<file path="config.mk">
export PLATFORM = sky130hd
export DESIGN_NAME = ttc_div_cell
export DESIGN_NICKNAME = d
export VERILOG_FILES = /design/src/ttc_pkg.sv /design/src/ttc_div_cell.sv
export SDC_FILE = /design/constraint.sdc
export NUM_CORES = 1
export LEC_CHECK = 0
export BUFFER_PORTS_ARGS = -buffer_cell sky130_fd_sc_hd__buf_2
export CORE_ASPECT_RATIO = 0.5
export CORE_MARGIN = 5
export CORE_UTILIZATION = 46
export DETAILED_ROUTE_END_ITERATION = 12
export PLACE_DENSITY = 0.8
export SKIP_LAST_GASP = 1
export SLEW_MARGIN = 20
export SYNTH_ARGS = -nofsm -noshare
export SYNTH_HDL_FRONTEND = slang
export SYNTH_SLANG_ARGS = --single-unit
</file>
<file path="constraint.sdc">
create_clock -name clk -period 4.2 [get_ports clk]
set_clock_uncertainty 0.2 [all_clocks]
set_input_delay 0.84 -clock clk [delete_from_list [all_inputs] [get_ports clk]]
set_output_delay 0.84 -clock clk [all_outputs]
set_load 0.01 [all_outputs]
</file>
<file path="src/ttc_pkg.sv">
// ttc_pkg: shared types, codes and constants for the tick/time converter
// used by ttc_front, ttc_div_cell and tick_time_converter; no dependencies
`timescale 1ns / 1ps
`default_nettype none

package ttc_pkg;

    localparam int CNT_W     = 32;              // counter and result width
    localparam int CFG_W     = 23;              // widest config register
    localparam int DEN_W     = 23;              // divisor / multiplier width
    localparam int NS_SHIFT  = 10;              // 1024 ns unit
    localparam int DIV_STEPS = CNT_W;           // one quotient bit per cell
    localparam int LATENCY   = DIV_STEPS + 3;   // start to done, in cycles
    localparam int PROD_W    = CNT_W + DEN_W;
    localparam int CMP_W     = PROD_W + 1;

    typedef enum logic [1:0] {
        CMD_MEASURE = 2'd0,
        CMD_CONVERT = 2'd1,
        CMD_TIMEOUT = 2'd2
    } cmd_t;

    typedef enum logic [1:0] {
        UNIT_1024NS = 2'd0,
        UNIT_US     = 2'd1,
        UNIT_MS     = 2'd2
    } unit_t;

    typedef enum logic [2:0] {
        REG_COUNT_UP     = 3'd0,
        REG_CEIL_1024NS  = 3'd1,
        REG_CEIL_US      = 3'd2,
        REG_CEIL_MS      = 3'd3,
        REG_FLOOR_1024NS = 3'd4,
        REG_FLOOR_US     = 3'd5,
        REG_FLOOR_MS     = 3'd6
    } reg_idx_t;

    // one word moving down the divider chain
    typedef struct packed {
        logic [DEN_W-1:0] den;
        logic [DEN_W-1:0] rem;
        logic [CNT_W-1:0] word;   // dividend bits shift out, quotient bits shift in
    } div_t;

    // everything besides the quotient that a word needs at the output
    typedef struct packed {
        logic             valid;
        logic             use_div;
        logic             shift10;
        logic             dz;
        logic             tmo;
        logic             rerr;
        logic [CNT_W-1:0] alt;
    } side_t;

endpackage

`default_nettype wire

</file>
<file path="src/ttc_div_cell.sv">
// ttc_div_cell: one restoring division step, registered
// depends on ttc_pkg
`timescale 1ns / 1ps
`default_nettype none

module ttc_div_cell
(
    input  wire logic          clk,
    input  wire ttc_pkg::div_t prev,
    output ttc_pkg::div_t      cur
);

    ttc_pkg::div_t            cur_reg;
    ttc_pkg::div_t            cur_next;
    logic [ttc_pkg::DEN_W:0]  trial;
    logic [ttc_pkg::DEN_W:0]  trial_sub;
    logic                     fits;

    always_comb
    begin
        trial     = {prev.rem, prev.word[ttc_pkg::CNT_W-1]};
        trial_sub = trial - {1'b0, prev.den};
        fits      = (trial >= {1'b0, prev.den});
        cur_next.den  = prev.den;
        // remainder stays below the divisor, so the top bit drops out
        cur_next.rem  = fits ? trial_sub[ttc_pkg::DEN_W-1:0] : trial[ttc_pkg::DEN_W-1:0];
        cur_next.word = {prev.word[ttc_pkg::CNT_W-2:0], fits};
    end

    always_ff @(posedge clk)
    begin
        cur_reg <= cur_next;
    end

    assign cur = cur_reg;

endmodule

`default_nettype wire

</file>
==> out/metrics.yaml <==
layout:
  final_cell_mix: "buf_2 (156), dfxtp_1 (78), inv_1 (29)"
  diodes: 0
  nNetsFinal: 583
  seq_area_mm2: 0.00156
  drive_gt1_share_pct: 40.0
  largest_reg_flops: 78
  final_common_cell: "buf_2"
  syn2layout_area_growth_pct: 37.3
  fillers: 542
  final_area_mm2: 0.00445
  multi_input_area_mm2: 0.00154
synth:
  synth_top_family_by_area: "compound AO/OA/AOI/OAI gates"
  syn_area_mm2: 0.00324
  synth-xor-area-share_pct: 4.59
  synthAdderAreaFrac_pct: 9.49
  ys_types: 47
  yosys.area_share.simple_pct: 10.1
  synthFlopType: "dfxtp_1"
  synth_cells: 314
  yosys_warnings: 0
  synth_area_per_cell_um2: 10.3
  synth_seq_cells: 78
  synth-compound-area-share_pct: 16.1
  synth_mux_area_share_pct: 7.26
  synth_edf_count: 0
  ys_async_sr_fraction_pct: 0
  ys_seq_area_share_pct: 48.2
  synth_nets: 417
placed_design:
  gp_congestion: 0.853
  portBuffers: 156
  dp_hpwl_um: 6900
  place_ws_ns: 0.538
  placed_area_mm2: 0.00413
hold_path:
  hold_start: "prev[20]"
  min_to: "cur[21]"
  min_path_type: "in2reg"
  holdPathStages: 1
sta:
  max_clock_freq_ghz: 0.297
  relSlewSlack_pct: 51.5
  finalSetupViolations: 0
  whs_ns: 0.408
  post-route-period-util_pct: 80.1
  rsz0062_at_grt: "false"
  fin_tns_setup_ns: 0
  tightestPinTransition_ns: 0.727
  setup_ws_ns: 0.834
  drv_slew: 0
  period_needed_ns: 3.37
  finalHoldViolCount: 0
worst_setup_path:
  crit_type: "in2reg"
  cp.required_ns: 4.22
  end_kind: "flop"
  critPathArrivalTime_ns: 3.39
  start_kind: "input port"
  cp_max_fo: 14
clock_tree:
  root_buffer: "clkbuf_16"
  cts_hold_buf: 0
  cts_tree: "done"
  numClockSinks: 78
  clk_path_buf_depth: 2
  htree_levels: 3
  post_cts_resized: 0
  clk_pin_slew_ns: 0.06
  cts_setup_buffers: 0
  cts_inserted_buffers: 9
routing:
  firstDrtPassIters: 5
  via_count: 2930
  wl_per_cell_um: 14.9
  first_iter_violations: 228
  ant_nets: 0
  vias_per_cell: 5.08
  drc: 0
  wl_um: 8590
power:
  power.total_mw: 2.12
  powerDensity_mw_per_mm2: 475
  ir_drop_mv: 0.287
  power.leakage_nw: 2.28
floorplanning:
  row_count: 21
  fp.coreArea_mm2: 0.00675
  die_area_mm2: 0.00893
  ios: 157
  die_x_um: 129
  fp.dieH_um: 69.4
  start_util_pct: 48.0
grt:
  grt_pass1_vias: 2749
  grt_max_degree: 15
  track_usage_pct: 18.7
  grt_pass1_wl_um: 13400
  antenna_found_initial: 0
  grt_overflow_total: 0
run_status:
  status: "complete, no violations"
run:
  drv_cap: 0
-- stage by stage --
stage,instances,util [%]
global route,577,65.9
CTS,577,65.9
floorplan,314,-
detailed placement,561,61.1
global placement,561,61.1
finish,577,65.9
-- critical path: stages --
cell and delay, ns:
buf_2 0.09, inv_1 0.04, ha_1 0.21, fa_1 0.41, and2b_1 0.23, o21bai_1 0.10, a311o_1 0.41, a21o_4 0.27
a31oi_4 0.20, nor2_4 0.06, buf_4 0.20, mux2_4 0.31
-- worst max path at each step --
stage / start / end / slack [ns]
finish: prev[31] / cur[51] / 0.83
global route: prev[31] / cur[51] / 0.76
CTS: prev[31] / cur[49] / 0.87
detailed placement: prev[31] / cur[49] / 0.54
global placement: prev[31] / cur[45] / 0.61
floorplan: prev[31] / cur[39] / 0.83
-- power breakdown --
| part | leakage [nW] | total (mW) | internal [mW] | switching, mW |
|---|---|---|---|---|
| sequential | 0.658 | 0.834 | 0.816 | 0.0179 |
| combinational | 1.47 | 0.452 | 0.211 | 0.240 |
| clock | 0.154 | 0.830 | 0.525 | 0.304 |
| total | 2.28 | 2.12 | 1.55 | 0.563 |
-- final cells by class --
cell class	instances	share of cell area, %
Clock buffer	10	5.14
Clock inverter	6	2.11
Inverter	29	2.45
Multi-Input combinational cell	203	34.6
Sequential cell	78	35.1
Tap cell	92	2.59
Timing Repair Buffer	159	18.0
-- per-layer routing --
layer  track usage [%]  routed length, um  up-vias
li1                  -                  -     1441
met1              24.6               3700     1349
met2              30.2               4050      133
met3              5.46                793        7
met4              4.42                 52        0
met5                 0                  0        -
-- cell usage after synthesis, drive strengths merged (5+ instances only) --
| library cell | n | area, um2 |
|---|---|---|
| dfxtp | 78 | 1560 |
| inv | 29 | 109 |
| ha | 23 | 288 |
| nand2 | 19 | 71.3 |
| o21ai | 18 | 90.1 |
| a21oi | 17 | 85.1 |
| nor2 | 16 | 67.6 |
| mux2 | 14 | 195 |
| nand3 | 12 | 60.1 |
| xnor2 | 12 | 105 |
| a21o | 11 | 90.1 |
| a31oi | 9 | 71.3 |
| xor2 | 5 | 43.8 |
-- kinds of logic after synthesis --
logic type / count (synthesis)
flops: 78
compound gates: 77
simple gates: 67
buf+inv: 33
fa+ha+maj: 24
mux: 18
xor+xnor: 17
No activity file was read; power rests on OpenSTA's default activity.
