$ cat config.mk
export PLATFORM = sky130hd
export DESIGN_NAME = ttc_front
export DESIGN_NICKNAME = d
export VERILOG_FILES = /design/src/ttc_pkg.sv /design/src/ttc_front.sv
export SDC_FILE = /design/constraint.sdc
export NUM_CORES = 2
export LEC_CHECK = 0
export BUFFER_PORTS_ARGS = -buffer_cell sky130_fd_sc_hd__buf_4
export CORE_MARGIN = 3
export CORE_UTILIZATION = 55
export DETAILED_ROUTE_END_ITERATION = 8
export PLACE_DENSITY = 0.75
export REMOVE_ABC_BUFFERS = 1
export SLEW_MARGIN = 10
export SYNTH_ARGS = -nofsm -noshare
export SYNTH_HDL_FRONTEND = slang
export SYNTH_SLANG_ARGS = --single-unit
$ cat constraint.sdc
create_clock -name clk -period 9.6 [get_ports clk]
set_clock_uncertainty 0.05 [all_clocks]
set_input_delay 1.92 -clock clk [delete_from_list [all_inputs] [get_ports clk]]
set_output_delay 1.92 -clock clk [all_outputs]
set_load 0.01 [all_outputs]
$ cat src/ttc_pkg.sv
// ttc_pkg: shared types, codes and constants for the tick/time converter
// used by ttc_front, ttc_div_cell and tick_time_converter; no dependencies
`timescale 1ns / 1ps
`default_nettype none

package ttc_pkg;

    localparam int CNT_W     = 32;              // counter and result width
    localparam int CFG_W     = 23;              // widest config register
    localparam int DEN_W     = 23;              // divisor / multiplier width
    localparam int NS_SHIFT  = 10;              // 1024 ns unit
    localparam int DIV_STEPS = CNT_W;           // one quotient bit per cell
    localparam int LATENCY   = DIV_STEPS + 3;   // start to done, in cycles
    localparam int PROD_W    = CNT_W + DEN_W;
    localparam int CMP_W     = PROD_W + 1;

    typedef enum logic [1:0] {
        CMD_MEASURE = 2'd0,
        CMD_CONVERT = 2'd1,
        CMD_TIMEOUT = 2'd2
    } cmd_t;

    typedef enum logic [1:0] {
        UNIT_1024NS = 2'd0,
        UNIT_US     = 2'd1,
        UNIT_MS     = 2'd2
    } unit_t;

    typedef enum logic [2:0] {
        REG_COUNT_UP     = 3'd0,
        REG_CEIL_1024NS  = 3'd1,
        REG_CEIL_US      = 3'd2,
        REG_CEIL_MS      = 3'd3,
        REG_FLOOR_1024NS = 3'd4,
        REG_FLOOR_US     = 3'd5,
        REG_FLOOR_MS     = 3'd6
    } reg_idx_t;

    // one word moving down the divider chain
    typedef struct packed {
        logic [DEN_W-1:0] den;
        logic [DEN_W-1:0] rem;
        logic [CNT_W-1:0] word;   // dividend bits shift out, quotient bits shift in
    } div_t;

    // everything besides the quotient that a word needs at the output
    typedef struct packed {
        logic             valid;
        logic             use_div;
        logic             shift10;
        logic             dz;
        logic             tmo;
        logic             rerr;
        logic [CNT_W-1:0] alt;
    } side_t;

endpackage

`default_nettype wire

$ cat src/ttc_front.sv
// ttc_front: config registers, elapsed count, dividend, product and range check
// depends on ttc_pkg; feeds the divider chain and the side line in the top level
`timescale 1ns / 1ps
`default_nettype none

module ttc_front
(
    input  wire logic                       clk,
    input  wire logic                       rst_n,
    input  wire logic                       cfg_write,
    input  wire logic [2:0]                 cfg_index,
    input  wire logic [ttc_pkg::CFG_W-1:0]  cfg_data,
    input  wire logic                       accept,
    input  wire logic [1:0]                 command,
    input  wire logic [1:0]                 unit,
    input  wire logic [ttc_pkg::CNT_W-1:0]  first_count,
    input  wire logic [ttc_pkg::CNT_W-1:0]  second_count,
    input  wire logic [ttc_pkg::CNT_W-1:0]  amount,
    output ttc_pkg::div_t                   div_out,
    output ttc_pkg::side_t                  side_out
);

    localparam int CW = ttc_pkg::CNT_W;
    localparam int DW = ttc_pkg::DEN_W;

    // config
    logic          count_up_reg;
    logic [DW-1:0] ceil_ns_reg, ceil_us_reg, ceil_ms_reg;
    logic [DW-1:0] floor_ns_reg, floor_us_reg, floor_ms_reg;

    // stage 1
    logic          v1_reg;
    logic [1:0]    cmd1_reg, unit1_reg;
    logic [CW-1:0] diff1_reg, diff1_next;
    logic [CW-1:0] amount1_reg;

    // stage 2
    logic                        v2_reg;
    logic                        use_div2_reg, use_div2_next;
    logic                        shift2_reg, shift2_next;
    logic                        dz2_reg, dz2_next;
    logic                        tmo2_reg, tmo2_next;
    logic                        conv2_reg, conv2_next;
    logic                        ns2_reg, ns2_next;
    logic [CW-1:0]               alt2_reg, alt2_next;
    logic [CW-1:0]               num2_reg, num2_next;
    logic [DW-1:0]               den2_reg, den2_next;
    logic [DW-1:0]               c2_reg, c2_next;
    logic [ttc_pkg::PROD_W-1:0]  prod2_reg, prod2_next;

    logic                        unit_ok;
    logic                        ns_high;
    logic [CW-1:0]               num_base;
    logic [CW-1:0]               round_sum;
    logic [ttc_pkg::CMP_W-1:0]   prod_plus_c;
    logic [ttc_pkg::CMP_W-1:0]   range_limit;

    always_ff @(posedge clk or negedge rst_n)
    begin
        if (!rst_n)
        begin
            count_up_reg <= 1'b0;
            ceil_ns_reg  <= DW'(103);
            ceil_us_reg  <= DW'(100);
            ceil_ms_reg  <= DW'(100000);
            floor_ns_reg <= DW'(102);
            floor_us_reg <= DW'(100);
            floor_ms_reg <= DW'(100000);
        end
        else if (cfg_write)
        begin
            unique case (ttc_pkg::reg_idx_t'(cfg_index))
                ttc_pkg::REG_COUNT_UP:     count_up_reg <= cfg_data[0];
                ttc_pkg::REG_CEIL_1024NS:  ceil_ns_reg  <= {7'd0, cfg_data[15:0]};
                ttc_pkg::REG_CEIL_US:      ceil_us_reg  <= {7'd0, cfg_data[15:0]};
                ttc_pkg::REG_CEIL_MS:      ceil_ms_reg  <= cfg_data;
                ttc_pkg::REG_FLOOR_1024NS: floor_ns_reg <= {7'd0, cfg_data[15:0]};
                ttc_pkg::REG_FLOOR_US:     floor_us_reg <= {7'd0, cfg_data[15:0]};
                ttc_pkg::REG_FLOOR_MS:     floor_ms_reg <= cfg_data;
                default:                   ;
            endcase
        end
    end

    // stage 1: wrapped elapsed count
    always_comb
    begin
        if (count_up_reg)
            diff1_next = second_count - first_count;
        else
            diff1_next = first_count - second_count;
    end

    always_ff @(posedge clk or negedge rst_n)
    begin
        if (!rst_n)
        begin
            v1_reg <= 1'b0;
            v2_reg <= 1'b0;
        end
        else
        begin
            v1_reg <= accept;
            v2_reg <= v1_reg;
        end
    end

    always_ff @(posedge clk)
    begin
        cmd1_reg    <= command;
        unit1_reg   <= unit;
        diff1_reg   <= diff1_next;
        amount1_reg <= amount;
    end

    // stage 2: operand selection, dividend, product
    always_comb
    begin
        unit_ok   = 1'b1;
        den2_next = '0;
        c2_next   = '0;
        case (unit1_reg)
            ttc_pkg::UNIT_1024NS:
            begin
                den2_next = floor_ns_reg;
                c2_next   = ceil_ns_reg;
            end
            ttc_pkg::UNIT_US:
            begin
                den2_next = floor_us_reg;
                c2_next   = ceil_us_reg;
            end
            ttc_pkg::UNIT_MS:
            begin
                den2_next = floor_ms_reg;
                c2_next   = ceil_ms_reg;
            end
            default: unit_ok = 1'b0;
        endcase

        ns2_next = (unit1_reg == ttc_pkg::UNIT_1024NS);
        ns_high  = (diff1_reg[CW-1:CW-ttc_pkg::NS_SHIFT] != '0);
        // small 1024 ns differences are scaled before the divide, large ones after
        if (ns2_next && !ns_high)
            num_base = {diff1_reg[CW-ttc_pkg::NS_SHIFT-1:0], {ttc_pkg::NS_SHIFT{1'b0}}};
        else
            num_base = diff1_reg;
        num2_next   = num_base + CW'(den2_next) - CW'(1);
        prod2_next  = ttc_pkg::PROD_W'(c2_next) * ttc_pkg::PROD_W'(amount1_reg);
        shift2_next = ns2_next && ns_high;

        use_div2_next = 1'b0;
        dz2_next      = 1'b0;
        tmo2_next     = 1'b0;
        conv2_next    = 1'b0;
        alt2_next     = '0;
        case (cmd1_reg)
            ttc_pkg::CMD_MEASURE:
            begin
                if (unit_ok)
                begin
                    if (den2_next == '0)
                    begin
                        dz2_next  = 1'b1;
                        alt2_next = '1;
                    end
                    else
                        use_div2_next = 1'b1;
                end
            end
            ttc_pkg::CMD_CONVERT:
            begin
                conv2_next = unit_ok;
            end
            ttc_pkg::CMD_TIMEOUT:
            begin
                if (unit_ok)
                begin
                    alt2_next = diff1_reg;
                    tmo2_next = (diff1_reg >= amount1_reg);
                end
            end
            default: ;
        endcase
    end

    always_ff @(posedge clk)
    begin
        use_div2_reg <= use_div2_next;
        shift2_reg   <= shift2_next;
        dz2_reg      <= dz2_next;
        tmo2_reg     <= tmo2_next;
        conv2_reg    <= conv2_next;
        ns2_reg      <= ns2_next;
        alt2_reg     <= alt2_next;
        num2_reg     <= num2_next;
        den2_reg     <= den2_next;
        c2_reg       <= c2_next;
        prod2_reg    <= prod2_next;
    end

    // amount >= floor(lim / c) is the same as amount * c + c > lim
    always_comb
    begin
        round_sum   = prod2_reg[CW-1:0] + CW'(1023);
        prod_plus_c = {1'b0, prod2_reg} + ttc_pkg::CMP_W'(c2_reg);
        if (ns2_reg)
            range_limit = ttc_pkg::CMP_W'({CW{1'b1}}) - ttc_pkg::CMP_W'(1023);
        else
            range_limit = ttc_pkg::CMP_W'({CW{1'b1}});

        side_out.valid   = v2_reg;
        side_out.use_div = use_div2_reg;
        side_out.shift10 = shift2_reg;
        side_out.dz      = dz2_reg;
        side_out.tmo     = tmo2_reg;
        side_out.rerr    = conv2_reg && (prod_plus_c > range_limit);
        if (conv2_reg)
            side_out.alt = ns2_reg ? (round_sum >> ttc_pkg::NS_SHIFT) : prod2_reg[CW-1:0];
        else
            side_out.alt = alt2_reg;

        div_out.den  = den2_reg;
        div_out.rem  = '0;
        div_out.word = num2_reg;
    end

endmodule

`default_nettype wire

==> flow_metrics.py <==
metrics = {
    "clocking": {
        "htree_num_levels": 2,
        "clkTransAtPathRegs_ns": 0.07,
        "cts_root_buf": "clkbuf_16",
        "post_cts_resized": 0,
        "clock_sinks": 352,
        "clkLatencyLatePin_ns": 0.60,
        "cts_tree": "done",
        "post_cts_buffers": 0,
        "cts_buffers": 41,
        "cts.path.max_buffers": 3,
        "holdBufCountCts": 0,
    },
    "cells_and_area": {
        "drive_above_1_share_pct": 11.96,
        "fillCellCount": 6677,
        "final_nets": 6006,
        "largest_reg_flops": 55,
        "multi_input_area_sq_um": 31550,
        "syn2layout_area_growth_pct": 9.503,
        "ff_latch_area_sq_um": 7649,
    },
    "synth": {
        "synth_area_sq_um": 43290,
        "synth_area_leaders": "fa_1 (29%), dfxtp_1 (11%), ha_1 (10%), inv_1 (7.3%), dfrtp_1 (5.0%)",
        "synthFlopType": "dfxtp_1",
        "synthCells": 4778,
        "netlist.top_cell.by_area": "fa_1",
        "synth_edf_count": 0,
        "yosys_register_bits": 352,
        "synth_top_area_share_pct": 29.18,
        "synth.avg_cell_area_sq_um": 9.061,
        "yosysMostFrequentCell": "inv_1",
        "async_flop_share_pct": 32.10,
        "ys_warn_count": 0,
        "synthTopCellsByCount": "inv_1 (839), fa_1 (631), nand2_1 (552)",
        "synthDistinctLibCells": 88,
        "seq_area_frac_synth_pct": 17.66,
    },
    "detailed_routing": {
        "post_drt_wl_per_cell_um": 21.57,
        "vias_per_cell": 5.756,
        "drc": 0,
        "dr.pass1.iters": 6,
        "drtIter0Drc": 2588,
        "via_count": 34300,
        "wl_mm": 128.5,
        "ant_nets": 0,
    },
    "sta": {
        "finalHoldViolCount": 0,
        "relSlewSlack_pct": 16.05,
        "worst_pin_slew_ns": 1.258,
        "holdWs_ns": 0.2982,
        "fin_crit_sh_pct": 91.89,
        "setup_viol": 0,
        "period_needed_ns": 8.821,
        "maxSlewViolCount": 0,
        "rsz0062_at_grt": "no",
        "max_freq_mhz": 113.4,
    },
    "die": {
        "row_count": 102,
        "start_util_pct": 55.70,
        "dieArea_sq_um": 82110,
        "io_pins": 246,
        "die_w_um": 286.6,
        "core_area_sq_um": 77720,
        "die_y_um": 286.6,
    },
    "place": {
        "dp_hpwl_mm": 99.97,
        "gp_congestion": 1.009,
        "port_buffers": 222,
    },
    "critical_path": {
        "timing.rr.start": "unit1_reg[0]",
        "cp-end-kind": "flip-flop",
        "r2r_cells": 27,
        "arrival_ns": 9.30,
        "required_ns": 10.08,
        "r2r_slack_ns": 0.78,
        "crit_type": "flip-flop to flip-flop",
        "startpoint": "unit1_reg[0]",
        "start_kind": "flip-flop",
        "cp_max_fo": 21,
        "crit_end": "prod2_reg[52]",
        "r2r_end": "prod2_reg[52]",
    },
    "global_routing": {
        "grt_overflow_total": 0,
        "grt_antenna_before_repair": 7,
        "grt_pass1_vias": 36480,
        "grt_max_degree": 87,
        "grtUsageTotal_pct": 31.88,
        "grt_pass1_wl_mm": 202.7,
    },
    "run": {
        "max_cap_viol_count": 0,
    },
    "status": {
        "status": "completed",
    },
    "min_path": {
        "hold_class": "flip-flop to flip-flop",
    },
}
## kinds of logic (layout without fill, tap and decap cells)
group | after synthesis | after routing | synth area share, %
buffers and inverters | 1106 | 1223 | 9.939
AOI/OAI and AO/OA | 672 | 672 | 10.01
muxes | 184 | 184 | 4.627
and+or+nand+nor | 1327 | 1327 | 15.22
other | 1 | 25 | 0.008662
DFF | 352 | 352 | 17.66
xor gates and xnor gates | 144 | 144 | 2.913
adders and majority gates | 992 | 992 | 39.61
## critical path: stages (launching register included)
cell	delay [ns]
dfxtp_2	0.74
nor2b_2	0.28
buf_4	0.23
nand2_1	0.10
o21ai_2	0.45
nand2_1	0.20
fa_1	0.58
fa_1	0.47
fa_1	0.58
fa_1	0.47
fa_1	0.55
inv_1	0.05
fa_1	0.47
inv_1	0.05
fa_1	0.48
inv_1	0.05
ha_1	0.35
a21o_1	0.20
a21o_1	0.17
a21o_1	0.18
a2111o_1	0.42
a31oi_1	0.39
a21oi_1	0.19
a21oi_2	0.24
a311oi_1	0.16
a221o_1	0.37
a21oi_2	0.15
xnor2_1	0.12
## cells in the final DEF (no fill, tap or decap), types with 23 or more instances in the layout
| cell | Yosys | final |
|---|---|---|
| a211oi_1 | 24 | 24 |
| a21o_1 | 114 | 114 |
| a21oi_1 | 176 | 176 |
| and2_1 | 273 | 273 |
| and3_1 | 116 | 116 |
| buf_4 | 30 | 308 |
| clkbuf_16 | 0 | 41 |
| conb_1 | 1 | 23 |
| dfrtp_1 | 86 | 86 |
| dfstp_2 | 27 | 27 |
| dfxtp_1 | 239 | 237 |
| fa_1 | 631 | 631 |
| ha_1 | 361 | 361 |
| inv_1 | 839 | 839 |
| mux2_2 | 129 | 129 |
| mux2i_1 | 55 | 55 |
| nand2_1 | 552 | 552 |
| nand2b_1 | 35 | 35 |
| nand3_1 | 45 | 45 |
| nand4_1 | 40 | 40 |
| nor2_1 | 124 | 124 |
| nor2b_1 | 35 | 33 |
| nor3_1 | 38 | 37 |
| o21ai_0 | 161 | 152 |
| o21bai_1 | 24 | 24 |
| xnor2_1 | 92 | 92 |
| xor2_1 | 52 | 52 |
## through the flow
stage               setup WS [ns]  setup TNS (ns)  area [sq um]  util (%)  cells
finish                     0.7790               0         47410     60.99   5959
global route               0.4692               0         47400     60.99   5957
CTS                        0.9017               0         47390     60.98   5957
global placement            1.128               0         45950     59.12   5881
detailed placement         0.9873               0         45950     59.12   5881
floorplan                  -1.216          -20.04         42220         -   4533
## how the worst min path moves through the flow
| stage | cells past startpoint | slack, ns | startpoint | end |
|---|---|---|---|---|
| global route | 0 | 0.32 | v1_reg | v2_reg |
| finish | 0 | 0.30 | v1_reg | v2_reg |
| floorplan | 0 | 0.28 | v1_reg | v2_reg |
| global placement | 0 | 0.28 | v1_reg | v2_reg |
| detailed placement | 0 | 0.29 | v1_reg | v2_reg |
| CTS | 0 | 0.30 | v1_reg | v2_reg |
## metal layers
layer / GRT usage (%) / vias to the layer above / wire length (um)
met5: 0 / - / 64
met4: 19.22 / 8 / 9261
met3: 5.759 / 434 / 10260
met2: 52.19 / 1518 / 59490
met1: 39.39 / 16990 / 49460
li1: - / 15360 / -
## cell type report
class / count / share of cell area, %
multi-input cells: 3342 / 66.55
flip-flops and latches: 352 / 16.13
inverters: 839 / 6.643
repair buffers: 308 / 4.878
well taps: 1040 / 2.745
clock buffers: 50 / 2.320
clock inverters: 26 / 0.7179
diodes: 2 / 0.01056
Power is left out: the tool's default activity adds up to more than one toggle a clock period on the data nets, which glitch-free logic cannot reach.
